[src/rtl/core/midpoint_line_rasterizer_assert.svh]
// Assertion helpers; expect clk_i and rst_ni in scope.
`ifndef MIDPOINT_LINE_RASTERIZER_ASSERT_SVH
`define MIDPOINT_LINE_RASTERIZER_ASSERT_SVH

// Consequent holds in the same cycle as the antecedent.
`define MLR_ASSERT_SAME(lbl, ante, cons, msg) \
  lbl: assert property (@(posedge clk_i) disable iff (!rst_ni) (ante) |-> (cons)) \
    else $error(msg);

// Consequent holds in the cycle after the antecedent.
`define MLR_ASSERT_NEXT(lbl, ante, cons, msg) \
  lbl: assert property (@(posedge clk_i) disable iff (!rst_ni) (ante) |=> (cons)) \
    else $error(msg);

// Condition never holds.
`define MLR_ASSERT_NEVER(lbl, expr, msg) \
  lbl: assert property (@(posedge clk_i) disable iff (!rst_ni) !(expr)) \
    else $error(msg);

`endif

[src/rtl/core/mlr_pkg.sv]
package mlr_pkg;

  localparam int COORD_BITS  = 12;
  localparam int COLOR_BITS  = 24;
  localparam int DEC_BITS    = COORD_BITS + 3;
  localparam int QUEUE_DEPTH = 2;
  localparam int QPTR_BITS   = $clog2(QUEUE_DEPTH);
  localparam int QCNT_BITS   = $clog2(QUEUE_DEPTH + 1);

  typedef logic [COORD_BITS-1:0]      coord_t;
  typedef logic [COLOR_BITS-1:0]      color_t;
  typedef logic signed [DEC_BITS-1:0] dec_t;

  typedef enum logic {
    MODE_START = 1'b0,
    MODE_STEP  = 1'b1
  } mode_e;

  // Classified beat handed from the front end to the line engine.
  typedef struct packed {
    logic   is_start;
    coord_t x_start;
    coord_t y_start;
    coord_t end_major;
    color_t color;
    dec_t   decision;
    dec_t   step_both;
    dec_t   step_major;
    logic   x_is_major;
    logic   x_neg;
    logic   y_neg;
    logic   first_last;
  } cmd_t;

endpackage

[src/rtl/core/mlr_if.sv]
interface mlr_in_if import mlr_pkg::*; ();
  logic   valid;
  logic   ready;
  logic   mode;
  coord_t x_start;
  coord_t y_start;
  coord_t x_end;
  coord_t y_end;
  color_t color;

  modport source (output valid, mode, x_start, y_start, x_end, y_end, color, input ready);
  modport sink   (input valid, mode, x_start, y_start, x_end, y_end, color, output ready);
endinterface

interface mlr_out_if import mlr_pkg::*; ();
  logic   valid;
  logic   ready;
  coord_t pixel_x;
  coord_t pixel_y;
  color_t pixel_color;
  logic   last;

  modport source (output valid, pixel_x, pixel_y, pixel_color, last, input ready);
  modport sink   (input valid, pixel_x, pixel_y, pixel_color, last, output ready);
endinterface

[src/rtl/core/mlr_front.sv]
module mlr_front import mlr_pkg::*; (
  mlr_in_if.sink cmd_i,
  input  logic   full_i,
  output logic   push_o,
  output cmd_t   cmd_o
);

  logic   x_neg, y_neg, x_major;
  coord_t dx, dy, maj, mnr;
  dec_t   two_mnr, two_maj, maj_ext;

  assign cmd_i.ready = !full_i;
  assign push_o      = cmd_i.valid && !full_i;

  always_comb begin
    x_neg   = cmd_i.x_end < cmd_i.x_start;
    y_neg   = cmd_i.y_end < cmd_i.y_start;
    dx      = x_neg ? cmd_i.x_start - cmd_i.x_end : cmd_i.x_end - cmd_i.x_start;
    dy      = y_neg ? cmd_i.y_start - cmd_i.y_end : cmd_i.y_end - cmd_i.y_start;
    x_major = dx > dy;
    maj     = x_major ? dx : dy;
    mnr     = x_major ? dy : dx;
    two_mnr = {{(DEC_BITS-COORD_BITS-1){1'b0}}, mnr, 1'b0};
    two_maj = {{(DEC_BITS-COORD_BITS-1){1'b0}}, maj, 1'b0};
    maj_ext = {{(DEC_BITS-COORD_BITS){1'b0}}, maj};

    cmd_o.is_start   = mode_e'(cmd_i.mode) == MODE_START;
    cmd_o.x_start    = cmd_i.x_start;
    cmd_o.y_start    = cmd_i.y_start;
    cmd_o.end_major  = x_major ? cmd_i.x_end : cmd_i.y_end;
    cmd_o.color      = cmd_i.color;
    cmd_o.decision   = two_mnr - maj_ext;
    cmd_o.step_both  = two_mnr - two_maj;
    cmd_o.step_major = two_mnr;
    cmd_o.x_is_major = x_major;
    cmd_o.x_neg      = x_neg;
    cmd_o.y_neg      = y_neg;
    cmd_o.first_last = (x_major ? cmd_i.x_start : cmd_i.y_start) == cmd_o.end_major;
  end

endmodule

[src/rtl/core/mlr_queue.sv]
`include "midpoint_line_rasterizer_assert.svh"

module mlr_queue import mlr_pkg::*; (
  input  logic clk_i,
  input  logic rst_ni,
  input  logic push_i,
  input  cmd_t cmd_i,
  output logic full_o,
  input  logic pop_i,
  output logic valid_o,
  output cmd_t cmd_o
);

  cmd_t                 mem_q [QUEUE_DEPTH];
  logic [QPTR_BITS-1:0] wr_ptr_q, rd_ptr_q;
  logic [QCNT_BITS-1:0] cnt_q, cnt_d;

  assign full_o  = cnt_q == QCNT_BITS'(QUEUE_DEPTH);
  assign valid_o = cnt_q != '0;
  assign cmd_o   = mem_q[rd_ptr_q];

  always_comb begin
    unique case ({push_i, pop_i})
      2'b10:   cnt_d = cnt_q + QCNT_BITS'(1);
      2'b01:   cnt_d = cnt_q - QCNT_BITS'(1);
      default: cnt_d = cnt_q;
    endcase
  end

  always_ff @(posedge clk_i or negedge rst_ni) begin
    if (!rst_ni) begin
      wr_ptr_q <= '0;
      rd_ptr_q <= '0;
      cnt_q    <= '0;
    end else begin
      if (push_i) wr_ptr_q <= wr_ptr_q + QPTR_BITS'(1);
      if (pop_i)  rd_ptr_q <= rd_ptr_q + QPTR_BITS'(1);
      cnt_q <= cnt_d;
    end
  end

  always_ff @(posedge clk_i) begin
    if (push_i) mem_q[wr_ptr_q] <= cmd_i;
  end

  `MLR_ASSERT_NEVER(a_cnt_bound, cnt_q > QCNT_BITS'(QUEUE_DEPTH), "queue count over depth")
  `MLR_ASSERT_SAME(a_pop_nonempty, pop_i, cnt_q != '0, "pop from empty queue")
  `MLR_ASSERT_NEVER(a_push_full, push_i && full_o, "push into full queue")

endmodule

[src/rtl/core/mlr_back.sv]
`include "midpoint_line_rasterizer_assert.svh"

module mlr_back import mlr_pkg::*; (
  input  logic       clk_i,
  input  logic       rst_ni,
  input  logic       q_valid_i,
  input  cmd_t       q_cmd_i,
  output logic       q_pop_o,
  mlr_out_if.source  pix_o
);

  coord_t cur_x_q, cur_x_d, cur_y_q, cur_y_d, end_major_q, end_major_d;
  dec_t   decision_q, decision_d, step_both_q, step_both_d, step_major_q, step_major_d;
  logic   x_is_major_q, x_is_major_d, x_neg_q, x_neg_d, y_neg_q, y_neg_d;
  logic   active_q, active_d;
  color_t color_q, color_d;

  logic   out_valid_q, out_valid_d, out_last_q, out_last_d;
  coord_t out_x_q, out_y_q;
  color_t out_color_q;

  logic   slot_free, emits, load, minor;
  coord_t nx, ny;

  function automatic coord_t step_coord(coord_t v, logic neg);
    return neg ? v - coord_t'(1) : v + coord_t'(1);
  endfunction

  assign slot_free = !out_valid_q || pix_o.ready;
  assign emits     = q_cmd_i.is_start || active_q;
  assign q_pop_o   = q_valid_i && (!emits || slot_free);
  assign load      = q_pop_o && emits;
  assign minor     = !decision_q[DEC_BITS-1];

  always_comb begin
    nx = cur_x_q;
    ny = cur_y_q;
    if (x_is_major_q) begin
      if (minor) ny = step_coord(cur_y_q, y_neg_q);
      nx = step_coord(cur_x_q, x_neg_q);
    end else begin
      if (minor) nx = step_coord(cur_x_q, x_neg_q);
      ny = step_coord(cur_y_q, y_neg_q);
    end
  end

  always_comb begin
    cur_x_d      = cur_x_q;
    cur_y_d      = cur_y_q;
    end_major_d  = end_major_q;
    decision_d   = decision_q;
    step_both_d  = step_both_q;
    step_major_d = step_major_q;
    x_is_major_d = x_is_major_q;
    x_neg_d      = x_neg_q;
    y_neg_d      = y_neg_q;
    active_d     = active_q;
    color_d      = color_q;
    out_last_d   = out_last_q;
    out_valid_d  = out_valid_q && !pix_o.ready;
    if (load) begin
      out_valid_d = 1'b1;
      if (q_cmd_i.is_start) begin
        cur_x_d      = q_cmd_i.x_start;
        cur_y_d      = q_cmd_i.y_start;
        end_major_d  = q_cmd_i.end_major;
        decision_d   = q_cmd_i.decision;
        step_both_d  = q_cmd_i.step_both;
        step_major_d = q_cmd_i.step_major;
        x_is_major_d = q_cmd_i.x_is_major;
        x_neg_d      = q_cmd_i.x_neg;
        y_neg_d      = q_cmd_i.y_neg;
        color_d      = q_cmd_i.color;
        out_last_d   = q_cmd_i.first_last;
      end else begin
        cur_x_d    = nx;
        cur_y_d    = ny;
        decision_d = decision_q + (minor ? step_both_q : step_major_q);
        out_last_d = (x_is_major_q ? nx : ny) == end_major_q;
      end
      active_d = !out_last_d;
    end
  end

  always_ff @(posedge clk_i or negedge rst_ni) begin
    if (!rst_ni) begin
      cur_x_q      <= '0;
      cur_y_q      <= '0;
      end_major_q  <= '0;
      decision_q   <= '0;
      step_both_q  <= '0;
      step_major_q <= '0;
      x_is_major_q <= 1'b0;
      x_neg_q      <= 1'b0;
      y_neg_q      <= 1'b0;
      active_q     <= 1'b0;
      color_q      <= '0;
      out_valid_q  <= 1'b0;
    end else begin
      cur_x_q      <= cur_x_d;
      cur_y_q      <= cur_y_d;
      end_major_q  <= end_major_d;
      decision_q   <= decision_d;
      step_both_q  <= step_both_d;
      step_major_q <= step_major_d;
      x_is_major_q <= x_is_major_d;
      x_neg_q      <= x_neg_d;
      y_neg_q      <= y_neg_d;
      active_q     <= active_d;
      color_q      <= color_d;
      out_valid_q  <= out_valid_d;
    end
  end

  // output beat payload
  always_ff @(posedge clk_i) begin
    if (load) begin
      out_x_q     <= cur_x_d;
      out_y_q     <= cur_y_d;
      out_color_q <= color_d;
      out_last_q  <= out_last_d;
    end
  end

  assign pix_o.valid       = out_valid_q;
  assign pix_o.pixel_x     = out_x_q;
  assign pix_o.pixel_y     = out_y_q;
  assign pix_o.pixel_color = out_color_q;
  assign pix_o.last        = out_last_q;

  `MLR_ASSERT_NEXT(a_last_ends_line, load && out_last_d, !active_q, "line active past last")
  `MLR_ASSERT_SAME(a_no_drop, q_pop_o && (q_cmd_i.is_start || active_q), load, "beat dropped")
  `MLR_ASSERT_SAME(a_load_slot, load, slot_free, "output overwritten")

endmodule

[src/rtl/core/midpoint_line_rasterizer.sv]
// channel | role | payload                                      | handshake
// cmd_i   | sink | mode, x_start, y_start, x_end, y_end, color  | valid & ready
// pix_o   | src  | pixel_x, pixel_y, pixel_color, last          | valid & ready
//
// One beat per cycle sustained while pix_o is ready; the engine takes start and step beats alike.
// An input beat is registered twice: queue write, then the output register.
// The engine step loop (one add, one increment or decrement, one compare) sets the rate.
// rst_ni is asynchronous, active low; it empties the queue and leaves no line active.
// A two-entry queue parts front and engine; a held pixel stalls the engine,
// and the input once both queue entries are taken.
module midpoint_line_rasterizer import mlr_pkg::*; (
  input  logic      clk_i,
  input  logic      rst_ni,
  mlr_in_if.sink    cmd_i,
  mlr_out_if.source pix_o
);

  logic push, full, q_valid, pop;
  cmd_t push_cmd, q_cmd;

  mlr_front u_front (
    .cmd_i  (cmd_i),
    .full_i (full),
    .push_o (push),
    .cmd_o  (push_cmd)
  );

  mlr_queue u_queue (
    .clk_i   (clk_i),
    .rst_ni  (rst_ni),
    .push_i  (push),
    .cmd_i   (push_cmd),
    .full_o  (full),
    .pop_i   (pop),
    .valid_o (q_valid),
    .cmd_o   (q_cmd)
  );

  mlr_back u_back (
    .clk_i     (clk_i),
    .rst_ni    (rst_ni),
    .q_valid_i (q_valid),
    .q_cmd_i   (q_cmd),
    .q_pop_o   (pop),
    .pix_o     (pix_o)
  );

endmodule
[src/flat_wrapper.sv]
// flat-port wrapper written by rule: the top's interface ports become plain ports
module midpoint_line_rasterizer_flat import mlr_pkg::*;
  (clk_i, rst_ni, cmd_i_valid, cmd_i_mode, cmd_i_x_start, cmd_i_y_start, cmd_i_x_end, cmd_i_y_end, cmd_i_color, cmd_i_ready, pix_o_valid, pix_o_pixel_x, pix_o_pixel_y, pix_o_pixel_color, pix_o_last, pix_o_ready);
  mlr_in_if cmd_i_i ();
  mlr_out_if pix_o_i ();
  input  logic clk_i;
  input  logic rst_ni;
  input wire logic [$bits(cmd_i_i.valid)-1:0] cmd_i_valid;
  input wire logic [$bits(cmd_i_i.mode)-1:0] cmd_i_mode;
  input wire logic [$bits(cmd_i_i.x_start)-1:0] cmd_i_x_start;
  input wire logic [$bits(cmd_i_i.y_start)-1:0] cmd_i_y_start;
  input wire logic [$bits(cmd_i_i.x_end)-1:0] cmd_i_x_end;
  input wire logic [$bits(cmd_i_i.y_end)-1:0] cmd_i_y_end;
  input wire logic [$bits(cmd_i_i.color)-1:0] cmd_i_color;
  output wire logic [$bits(cmd_i_i.ready)-1:0] cmd_i_ready;
  output wire logic [$bits(pix_o_i.valid)-1:0] pix_o_valid;
  output wire logic [$bits(pix_o_i.pixel_x)-1:0] pix_o_pixel_x;
  output wire logic [$bits(pix_o_i.pixel_y)-1:0] pix_o_pixel_y;
  output wire logic [$bits(pix_o_i.pixel_color)-1:0] pix_o_pixel_color;
  output wire logic [$bits(pix_o_i.last)-1:0] pix_o_last;
  input wire logic [$bits(pix_o_i.ready)-1:0] pix_o_ready;
  assign cmd_i_i.valid = cmd_i_valid;
  assign cmd_i_i.mode = cmd_i_mode;
  assign cmd_i_i.x_start = cmd_i_x_start;
  assign cmd_i_i.y_start = cmd_i_y_start;
  assign cmd_i_i.x_end = cmd_i_x_end;
  assign cmd_i_i.y_end = cmd_i_y_end;
  assign cmd_i_i.color = cmd_i_color;
  assign cmd_i_ready = cmd_i_i.ready;
  assign pix_o_valid = pix_o_i.valid;
  assign pix_o_pixel_x = pix_o_i.pixel_x;
  assign pix_o_pixel_y = pix_o_i.pixel_y;
  assign pix_o_pixel_color = pix_o_i.pixel_color;
  assign pix_o_last = pix_o_i.last;
  assign pix_o_i.ready = pix_o_ready;
  midpoint_line_rasterizer u_core (.clk_i(clk_i), .rst_ni(rst_ni), .cmd_i(cmd_i_i), .pix_o(pix_o_i));
endmodule
[config.mk]
export PLATFORM = sky130hd
export DESIGN_NAME = midpoint_line_rasterizer_flat
export DESIGN_NICKNAME = d
export VERILOG_FILES = /design/src/rtl/core/mlr_pkg.sv /design/src/rtl/core/mlr_if.sv /design/src/rtl/core/mlr_front.sv /design/src/rtl/core/mlr_queue.sv /design/src/rtl/core/mlr_back.sv /design/src/rtl/core/midpoint_line_rasterizer.sv /design/src/flat_wrapper.sv
export VERILOG_INCLUDE_DIRS = /design/src /design/src/rtl/core
export SDC_FILE = /design/constraint.sdc
export NUM_CORES = 1
export LEC_CHECK = 0
export BUFFER_PORTS_ARGS = -buffer_cell sky130_fd_sc_hd__buf_2
export CORE_MARGIN = 3
export CORE_UTILIZATION = 68
export CTS_BUF_LIST = sky130_fd_sc_hd__clkbuf_2 sky130_fd_sc_hd__clkbuf_4 sky130_fd_sc_hd__clkbuf_8
export DETAILED_ROUTE_END_ITERATION = 7
export PLACE_DENSITY = 0.95
export SLEW_MARGIN = 10
export SYNTH_ARGS = -nofsm -noshare
export SYNTH_HDL_FRONTEND = slang
export SYNTH_SLANG_ARGS = --single-unit
[constraint.sdc]
create_clock -name clk_i -period 11.2 [get_ports clk_i]
set_input_delay 0.56 -clock clk_i [delete_from_list [all_inputs] [get_ports clk_i]]
set_output_delay 0.56 -clock clk_i [all_outputs]
set_load 0.02 [all_outputs]
==> flow_summary.json, run 1 <==
{
  "status": "complete, no violations",
  "grt_pass1_vias": 14130,
  "wire_per_inst_um": 21.10,
  "clockBufferDepth": 3,
  "dpl.hpwl_um": 32400,
  "num-fill-cells": 1683,
  "tightest_slew_ns": 1.158,
  "syn-instance-count": 1680,
  "numCtsBuffers": 55,
  "cts_root_buf": "clkbuf_8",
  "antenna_found_initial": 0,
  "rr_worst_depth": 7,
  "start_util": 0.7027,
  "synth_area_leaders": "edfxtp_1 40%, dfrtp_1 14%, ha_1 6.3%",
  "cts_sinks": 363,
  "fin_tns_setup_ns": 0,
  "drv_cap": 0,
  "io-pin-count": 128,
  "setup_viol": 0,
  "synth_seq_area_share": 0.5395,
  "hp-class": "in2reg",
  "ys_types": 99,
  "finalNetCount": 1993,
  "dr_total_vias": 14160,
  "grt_max_degree": 93,
  "vdd_drop_max_v": 0.0002191,
  "fin_crit_ns": 7.465,
  "grt_util_all_layers": 0.3082,
  "whs_endpoint": "u_core.u_queue.mem_q[0][66]$_DFFE_PP_",
  "drtIter0Drc": 1429,
  "leakage_nw": 8.795,
  "cts_tree": "built",
  "r2r_end": "u_core.u_back.pix_o.pixel_color[2]$_DFFE_PP_",
  "rsz0062_at_grt": "no",
  "syn_nets": 1861,
  "arrival_ns": 7.76,
  "critPathMaxFanout": 74,
  "startpoint_type": "input port",
  "drc": 0,
  "relSlewSlack": 0.2280,
  "die_x_um": 174.1,
  "die_area_mm2": 0.03029,
  "clk_latency_ns": 0.61,
  "async_flop_share": 0.2975,
  "yosysTopAreaCell": "edfxtp_1",
  "post_cts_buffers": 0,
  "p_per_area_mw_per_mm2": 361.0,
  "drive_gt1_frac": 0.1690,
  "htreeDepth": 2,
  "crit_path_max_incr_delay_ns": 0.60,
  "avgSynthCellArea_um2": 11.43,
  "rr_startpoint": "u_core.u_queue.rd_ptr_q$_DFFE_PN0P_",
  "num_antenna_cells": 0,
  "yosysWarningCount": 0,
  "fin_skew_ns": 0.03945,
  "end_kind": "register",
  "hold_viol": 0,
  "io_buffers": 127,
  "slew_violations": 0,
  "antenna_left": 0,
  "grt_pass1_wl_um": 74170,
  "first_pass_iters": 6,
  "synthFlopType": "edfxtp_1",
  "place_congestion": 0.9326,
  "yosysTopAreaCellShare": 0.3987,
  "chipHeight_um": 174.1,
  "synth_edf_count": 255,
  "synth.most_common_cell": "edfxtp_1",
  "worstPathRequired_ns": 11.50,
  "hold_path_startpoint": "cmd_i_color[20]",
  "rows": 60,
  "multiInputGateArea_mm2": 0.008155,
  "crit_type": "in2reg",
  "wl_um": 47040,
  "overflow": 0,
  "clk_pin_slew_worst_paths_ns": 0.06,
  "cpMaxStageDelayCell": "buf_4",
  "hold_slack_ns": 0.1391,
  "coreArea_mm2": 0.02733,
  "holdPathStages": 1,
  "synth_commonest_cells": "255 x edfxtp_1, 156 x a21oi_1, 155 x nor2_1",
  "syn_to_final_growth_pct": 11.21,
  "timing.reg2reg.setup_slack_ns": 6.83,
  "syn-cell-area_mm2": 0.01920,
  "regArea_mm2": 0.01036,
  "max_freq_mhz": 134.0,
  "period_share": 0.6665,
  "ys_ff_latch": 363,
  "viasPerCell": 6.348
}
kinds of logic (layout without fill, tap and decap cells):
family	count (synthesis)	after routing	share of synthesized area
AOI/OAI and AO/OA	437	437	0.1495
xor gates and xnor gates	93	93	0.04496
buffers and inverters	180	358	0.03720
muxes	119	119	0.06372
and+or+nand+nor	379	379	0.09193
adders and majority gates	109	109	0.07323
DFF	363	363	0.5395
sequential cells by signal (all words and copies together), names as in the netlist, 13 cells and up:
register / flops
u_core.u_queue.mem_q: 206
u_core.u_back.decision_q: 14
u_core.u_back.step_both_q: 13
u_core.u_back.color_q: 24
u_core.u_back.pix_o.pixel_color: 24
report_power, final:
| part | switching, mW | internal [mW] | total [mW] |
|---|---|---|---|
| Sequential | 0.273 | 2.27 | 2.54 |
| Clock | 0.507 | 0.652 | 1.16 |
| Combinational | 2.52 | 1.49 | 4.01 |
| Total | 3.30 | 4.41 | 7.71 |
through the flow:
step / total power [mW] / setup WS, ns / util / cells / instance area, um^2
floorplan: 5.431 / 4.350 / - / 1680 / 19200
global placement: 6.200 / 3.689 / 0.7375 / 2126 / 20150
detailed placement: 6.441 / 3.388 / 0.7375 / 2126 / 20150
CTS: 7.654 / 3.909 / 0.7815 / 2230 / 21360
global route: 8.162 / 3.115 / 0.7815 / 2230 / 21360
finish: 7.709 / 3.735 / 0.7815 / 2230 / 21360
area by class of cell:
cell class                 instances  share of cell area
sequential                       363              0.4853
multi-input combinational       1137              0.3819
clock inverter                    18            0.008144
tap                              372             0.02180
timing repair buffer             142             0.03527
inverter                         113             0.01986
clock buffer                      85             0.04775
how the worst max path moves through the flow:
stage | slack (ns) | start | to | depth (start not counted)
floorplan | 4.35 | cmd_i_x_end[1] | u_core.u_queue.mem_q[0][27]$_DFFE_PP_ | 33
finish | 3.73 | cmd_i_x_end[0] | u_core.u_queue.mem_q[0][43]$_DFFE_PP_ | 35
global route | 3.12 | cmd_i_x_end[0] | u_core.u_queue.mem_q[1][43]$_DFFE_PP_ | 35
CTS | 3.91 | cmd_i_x_end[0] | u_core.u_queue.mem_q[0][43]$_DFFE_PP_ | 35
global placement | 3.69 | cmd_i_x_end[0] | u_core.u_queue.mem_q[0][43]$_DFFE_PP_ | 35
detailed placement | 3.39 | cmd_i_x_end[1] | u_core.u_queue.mem_q[1][43]$_DFFE_PP_ | 34
layout by cell type, fill, tap and decap left out, types with 8 or more instances in the layout:
master    netlist  final
dfrtp_1       108    107
nand3_1        10     10
a31oi_1        11     11
nor4_1          8      8
ha_1           97     97
a222oi_1       11     11
nand4_1        10     10
nand2b_1       10     10
inv_1         105    104
or3_1          13     13
inv_2           7      8
o21a_1         19     19
nor2b_1        17     17
buf_4           2     15
a22oi_1         8      8
o21bai_1       17     17
nor3_1         25     25
o211ai_1       12     12
o21ai_1        13     13
a21o_1         20     20
nor2_1        155    152
xnor2_1        74     74
xor2_1         15     15
o22ai_1        15     15
o21ai_0        71     70
clkbuf_4        0     24
clkbuf_8        0     61
nand2_1        94     94
mux2_2         20     20
a21oi_1       156    156
buf_2           7    126
edfxtp_1      255    255
mux2i_1        97     97
clkinv_1        1      8
worst max-delay path, delay by kind of cell:
| kind | cells | cell delay, ns |
|---|---|---|
| and+or+nand+nor | 6 | 1.23 |
| xor gates and xnor gates | 2 | 0.59 |
| adders and majority gates | 4 | 1.16 |
| buffers and inverters | 7 | 1.26 |
| AOI/OAI and AO/OA | 16 | 2.91 |
repair_timing:
item | 4_1_cts | 5_1_grt
gates resized for setup | 0 | 0
hold buffers | 1 | 0
hold endpoints to repair | 34 | 0
per-layer routing:
metal / vias to the layer above / share of wire / track usage
li1: 6410 / - / -
met1: 6797 / 0.39 / 0.4086
met2: 792 / 0.48 / 0.5048
met3: 158 / 0.096 / 0.06728
met4: 0 / 0.034 / 0.1143
met5: - / 0 / 0
Power figures use the tool's default switching activity.
==> run 2: changes to the inputs <==
- ABC_AREA: default -> 1
- CORE_UTILIZATION: 68 -> 57
- PLACE_DENSITY: 0.95 -> 0.89
- clock period: 11.2 -> 6.4 ns (I/O delays scaled with it)
==> flow_summary.json, run 2 <==
{
  "end_kind": "register",
  "grtUsageMet2": 0.4980,
  "syn-instance-count": 2367,
  "rsz0062_at_grt": "no",
  "vdd_drop_max_v": 0.0003698,
  "final_cell_mix": "753 x nand2_1, 255 x edfxtp_1, 246 x inv_1, 174 x nor2_1, 163 x nand3_1",
  "drtIter0Drc": 1895,
  "overflow": 0,
  "viasPerCell": 5.782,
  "clk_latency_ns": 0.62,
  "synthFlopType": "edfxtp_1",
  "relSlewSlack": 0.2697,
  "wl_um": 57930,
  "syn_to_final_growth_pct": 12.39,
  "coreArea_mm2": 0.03566,
  "synth_edf_count": 255,
  "antenna_found_initial": 0,
  "synth.most_common_cell": "nand2_1",
  "io-pin-count": 128,
  "arrival_ns": 5.93,
  "drv_cap": 0,
  "hold_viol": 0,
  "synth_seq_area_share": 0.5012,
  "synth_area_leaders": "edfxtp_1 37%, nand2_1 14%, dfrtp_1 13%",
  "final_area_mm2": 0.02323,
  "worstPathRequired_ns": 6.74,
  "cts_tree": "built",
  "ys_types": 56,
  "wire_per_inst_um": 19.01,
  "crit_path_max_incr_delay_ns": 0.63,
  "yosysTopAreaCell": "edfxtp_1",
  "max_freq_mhz": 179.0,
  "crit_type": "in2reg",
  "ctsResizeCount": 0,
  "grt_max_degree": 108,
  "mostFrequentLayoutCell": "nand2_1",
  "finalNetCount": 2725,
  "fin_crit_ns": 5.585,
  "syn-cell-area_mm2": 0.02067,
  "dr_total_vias": 17620,
  "io_buffers": 127,
  "drive_gt1_frac": 0.1237,
  "setup_viol": 0,
  "top_register": "u_core.u_queue.mem_q",
  "grt_pass1_vias": 17270,
  "die_x_um": 196.4,
  "yosysTopAreaCellShare": 0.3705,
  "startpoint_type": "input port",
  "clk_pin_slew_worst_paths_ns": 0.07,
  "syn_nets": 2548,
  "use_met1": 0.3900,
  "num_antenna_cells": 0,
  "fin_skew_ns": 0.03893,
  "clockBufferDepth": 3,
  "cts_sinks": 363,
  "tightest_slew_ns": 1.096,
  "largest_reg_flops": 206,
  "die_area_mm2": 0.03858,
  "post_cts_buffers": 0,
  "dpl_cell_area_mm2": 0.02168,
  "numCtsBuffers": 54,
  "rows": 69,
  "grt_pass1_wl_um": 91160,
  "first_pass_iters": 8,
  "cpMaxStageDelayCell": "nor2_2",
  "slew_violations": 0,
  "p_per_area_mw_per_mm2": 582.3,
  "use_met3": 0.04547,
  "period_share": 0.8727,
  "num-fill-cells": 2761,
  "hp-class": "in2reg",
  "antenna_left": 0,
  "status": "complete, no violations",
  "cts_root_buf": "clkbuf_8",
  "critPathMaxFanout": 15,
  "avgSynthCellArea_um2": 8.732,
  "synth_commonest_cells": "754 x nand2_1, 255 x edfxtp_1, 247 x inv_1",
  "grt_util_all_layers": 0.2961,
  "drc": 0,
  "cp_common_cell": "nand2_1",
  "fin_tns_setup_ns": 0,
  "place_congestion": 1.031,
  "grt_busiest_layer": "met2",
  "leakage_nw": 10.99,
  "yosysWarningCount": 0,
  "async_flop_share": 0.2975,
  "start_util": 0.5797,
  "chipHeight_um": 196.4,
  "ys_ff_latch": 363,
  "dpl.hpwl_um": 41200,
  "htreeDepth": 2
}
## run 2: critical path: cells and delay by family
kind                     cells  cell delay (ns)
AND/OR/NAND/NOR             17             2.87
buffers and inverters        6             0.99
AO/OA/AOI/OAI                2             0.32
adder cells (fa/ha/maj)      4             1.40
## run 2: area by class of cell
type                       instances  area [um^2]  share of cell area
tap                              461        576.8             0.02483
multi-input combinational       1682         9001              0.3875
clock buffer                      73        929.6             0.04002
clock inverter                    25        206.4            0.008888
timing repair buffer             186         1184             0.05096
inverter                         257        967.2             0.04164
sequential                       363        10360              0.4462
## run 2: layer usage
metal  part of all wire  routed length [um]
met5                  0                   0
met3              0.090                5211
met1               0.39               22870
met4              0.039                2262
met2               0.48               27590
## run 2: kinds of logic after synthesis
| family | share of synthesized area |
|---|---|
| AOI/OAI and AO/OA | 0.08536 |
| xor gates and xnor gates | 0.02543 |
| adders and majority gates | 0.06550 |
| buffers and inverters | 0.06411 |
| DFF | 0.5012 |
| muxes | 0.01550 |
| and+or+nand+nor | 0.2429 |
## run 2: path summary, 6_finish.rpt
| kind | slack (ns) | end | depth (start not counted) | start |
|---|---|---|---|---|
| setup / recovery | 0.81 | u_core.u_queue.mem_q[0][43]$_DFFE_PP_ | 29 | cmd_i_x_start[0] |
| hold / removal | 0.03 | u_core.u_queue.mem_q[0][92]$_DFFE_PP_ | 1 | cmd_i_y_start[10] |
| setup reg to reg | 1.50 | u_core.u_back.pix_o.pixel_x[3]$_DFFE_PP_ | 12 | u_core.u_queue.rd_ptr_q$_DFFE_PN0P_ |
| hold reg to reg | 0.48 | u_core.u_back.step_major_q[9]$_DFFE_PN0P_ | 2 | u_core.u_back.step_major_q[9]$_DFFE_PN0P_ |
| max in group asynchronous | 4.72 | u_core.u_queue.rd_ptr_q$_DFFE_PN0P_ | 3 | rst_ni |
| min in group asynchronous | 0.35 | u_core.u_back.cur_x_q[9]$_DFF_PN0_ | 2 | rst_ni |
## run 2: per-stage QoR
stage / worst slack [ns] / hold slack (ns) / instances / power (mW) / util
2_1_floorplan: 0.7562 / 0.02441 / 2367 / 9.416 / -
5_1_grt: 0.4805 / 0.01086 / 3047 / 14.46 / 0.6515
3_5_place_dp: 0.8747 / 0.4695 / 2908 / 11.34 / 0.6081
3_3_place_gp: 0.9405 / 0.4618 / 2908 / 11.03 / 0.6081
4_1_cts: 0.9709 / 0.001575 / 3047 / 13.37 / 0.6515
6_report: 0.8148 / 0.03494 / 3047 / 13.52 / 0.6515
## run 2: what timing repair did
item                       in CTS  in global routing
hold buffers                   41                  0
setup endpoints to repair       0                  0
hold endpoints to repair      134                  0
## run 2: power breakdown
group	internal [mW]	total [mW]	switching (mW)
clock network	1.07	1.97	0.906
logic	2.20	7.13	4.93
registers	3.94	4.42	0.481
total	7.21	13.5	6.32
==> run 3: changes to the inputs <==
- CORE_UTILIZATION: 57 -> 64
- PLACE_DENSITY: 0.89 -> 0.93
- clock period: 6.4 -> 5.4 ns (I/O delays scaled with it)
==> flow_summary.json, run 3 (synthesis gave the netlist of run 2 again) <==
{
  "num_antenna_cells": 0,
  "place_congestion": 1.033,
  "rr_startpoint": "u_core.u_queue.rd_ptr_q$_DFFE_PN0P_",
  "whs_endpoint": "u_core.u_queue.mem_q[1][78]$_DFFE_PP_",
  "dr_total_vias": 18240,
  "timing.reg2reg.setup_slack_ns": 0.39,
  "drv_cap": 0,
  "cts_sinks": 363,
  "arrival_ns": 5.47,
  "antenna_left": 0,
  "overflow": 0,
  "drive_gt1_frac": 0.1275,
  "hold_viol": 0,
  "fin_crit_ns": 5.114,
  "drtIter0Drc": 2297,
  "rr_worst_depth": 12,
  "drc": 0,
  "die_x_um": 185.7,
  "period_share": 0.9470,
  "worstPathRequired_ns": 5.76,
  "critPathMaxFanout": 22,
  "grt_max_degree": 97,
  "utilization": 0.7361,
  "startpoint_type": "input port",
  "first_pass_iters": 6,
  "clockBufferDepth": 3,
  "largest_reg_flops": 206,
  "clk_pin_slew_worst_paths_ns": 0.06,
  "syn_to_final_growth_pct": 12.97,
  "dpl.hpwl_um": 40580,
  "cts_root_buf": "clkbuf_8",
  "grt_pass1_vias": 17550,
  "crit_type": "in2reg",
  "top_register": "u_core.u_queue.mem_q",
  "grt_pass1_wl_um": 92830,
  "status": "complete, no violations",
  "mostFrequentLayoutCell": "nand2_1",
  "hold_path_startpoint": "cmd_i_y_end[8]",
  "leakage_nw": 11.10,
  "htreeDepth": 2,
  "io-pin-count": 128,
  "max_freq_mhz": 195.6,
  "holdPathStages": 3,
  "start_util": 0.6516,
  "clk_latency_ns": 0.62,
  "cts_tree": "built",
  "slew_violations": 0,
  "final_area_mm2": 0.02335,
  "fin_skew_ns": 0.01612,
  "die_area_mm2": 0.03449,
  "dpl_cell_area_mm2": 0.02164,
  "r2r_end": "u_core.u_back.pix_o.pixel_x[3]$_DFFE_PP_",
  "wire_per_inst_um": 19.77,
  "io_buffers": 127,
  "chipHeight_um": 185.7,
  "viasPerCell": 6.066,
  "numCtsBuffers": 55,
  "final_cell_mix": "753 x nand2_1, 255 x edfxtp_1, 246 x inv_1, 174 x nor2_1, 163 x nand3_1",
  "grt_util_all_layers": 0.3437,
  "p_per_area_mw_per_mm2": 700.1,
  "wl_um": 59430,
  "relSlewSlack": 0.3275,
  "antenna_found_initial": 0,
  "coreArea_mm2": 0.03172,
  "cp_common_cell": "nand2_1",
  "finalNetCount": 2739,
  "tightest_slew_ns": 1.009,
  "hp-class": "in2reg",
  "crit_path_max_incr_delay_ns": 0.52,
  "cpMaxStageDelayCell": "dlygate4sd3_1",
  "rows": 65,
  "end_kind": "register",
  "setup_viol": 0,
  "vdd_drop_max_v": 0.0004194
}
run 3: cell types whose count changed in the layout (fill, tap and decap cells not counted):
cell           before  now
clkinvlp_4          5    3
clkinv_2            8    7
clkinv_1            9    4
clkinv_4            0    2
clkinv_8            0    1
buf_6               0    1
dlygate4sd3_1      41   52
nand2_4             0    1
bufinv_16           3    2
buf_12              0    1
clkbuf_4           12   23
nand2_2            33   32
run 3: per-layer routing:
| metal | global-route usage | up-vias | wire, um |
|---|---|---|---|
| li1 | - | 8281 | - |
| met1 | 0.4678 | 8513 | 22830 |
| met2 | 0.5533 | 1205 | 27390 |
| met3 | 0.06058 | 236 | 6628 |
| met4 | 0.1394 | 0 | 2580 |
| met5 | 0 | - | 0 |
run 3: area by class of cell:
cell class | count | area (um^2)
clock buffer | 84 | 1012
sequential | 363 | 10360
tap | 402 | 503.0
inverter | 257 | 967.2
timing repair buffer | 199 | 1325
clock inverter | 19 | 171.4
multi-input combinational | 1682 | 9006
fill | 2129 | 8369
run 3: per-stage QoR:
stage / setup WS (ns) / cells / setup TNS (ns) / power, mW / hold slack [ns]
global route: -0.002230 / 3006 / -0.002230 / 17.37 / 0.08339
CTS: 0.3592 / 3006 / 0 / 16.02 / 0.05149
finish: 0.2864 / 3006 / 0 / 16.35 / 0.09542
floorplan: 1.122 / 2367 / 0 / 11.13 / -0.02559
global placement: 0.2745 / 2851 / 0 / 13.08 / 0.4560
detailed placement: 0.2070 / 2851 / 0 / 13.46 / 0.4546
run 3: power by group:
part / internal, mW / switching [mW] / total, mW
combinational: 2.65 / 6.00 / 8.64
sequential: 4.66 / 0.613 / 5.28
clock: 1.30 / 1.12 / 2.42
total: 8.61 / 7.73 / 16.3
run 3: how the worst max path moves through the flow:
stage | start | endpoint | slack, ns | cells past startpoint
2_1_floorplan | cmd_i_x_end[0] | u_core.u_queue.mem_q[0][42]$_DFFE_PP_ | 1.12 | 33
3_3_place_gp | cmd_i_x_end[0] | u_core.u_queue.mem_q[0][0]$_DFFE_PP_ | 0.27 | 29
6_report | cmd_i_x_start[0] | u_core.u_queue.mem_q[0][43]$_DFFE_PP_ | 0.29 | 31
3_5_place_dp | cmd_i_x_end[0] | u_core.u_queue.mem_q[1][0]$_DFFE_PP_ | 0.21 | 28
5_1_grt | cmd_i_x_start[0] | u_core.u_queue.mem_q[0][43]$_DFFE_PP_ | -0.002 | 31
4_1_cts | cmd_i_x_start[0] | u_core.u_queue.mem_q[0][0]$_DFFE_PP_ | 0.36 | 28
run 3: critical path: cells and delay by family:
family / cells / cell delay (ns)
AND/OR/NAND/NOR: 18 / 2.43
adder cells (fa/ha/maj): 4 / 1.31
AO/OA/AOI/OAI: 1 / 0.22
buffers and inverters: 8 / 1.20
run 3: repair_timing:
action	4_1_cts	5_1_grt
resized for setup	0	2
endpoints found under the setup margin	0	14
endpoints found under the hold margin	165	0
hold buffers	52	0
setup buffers	0	0
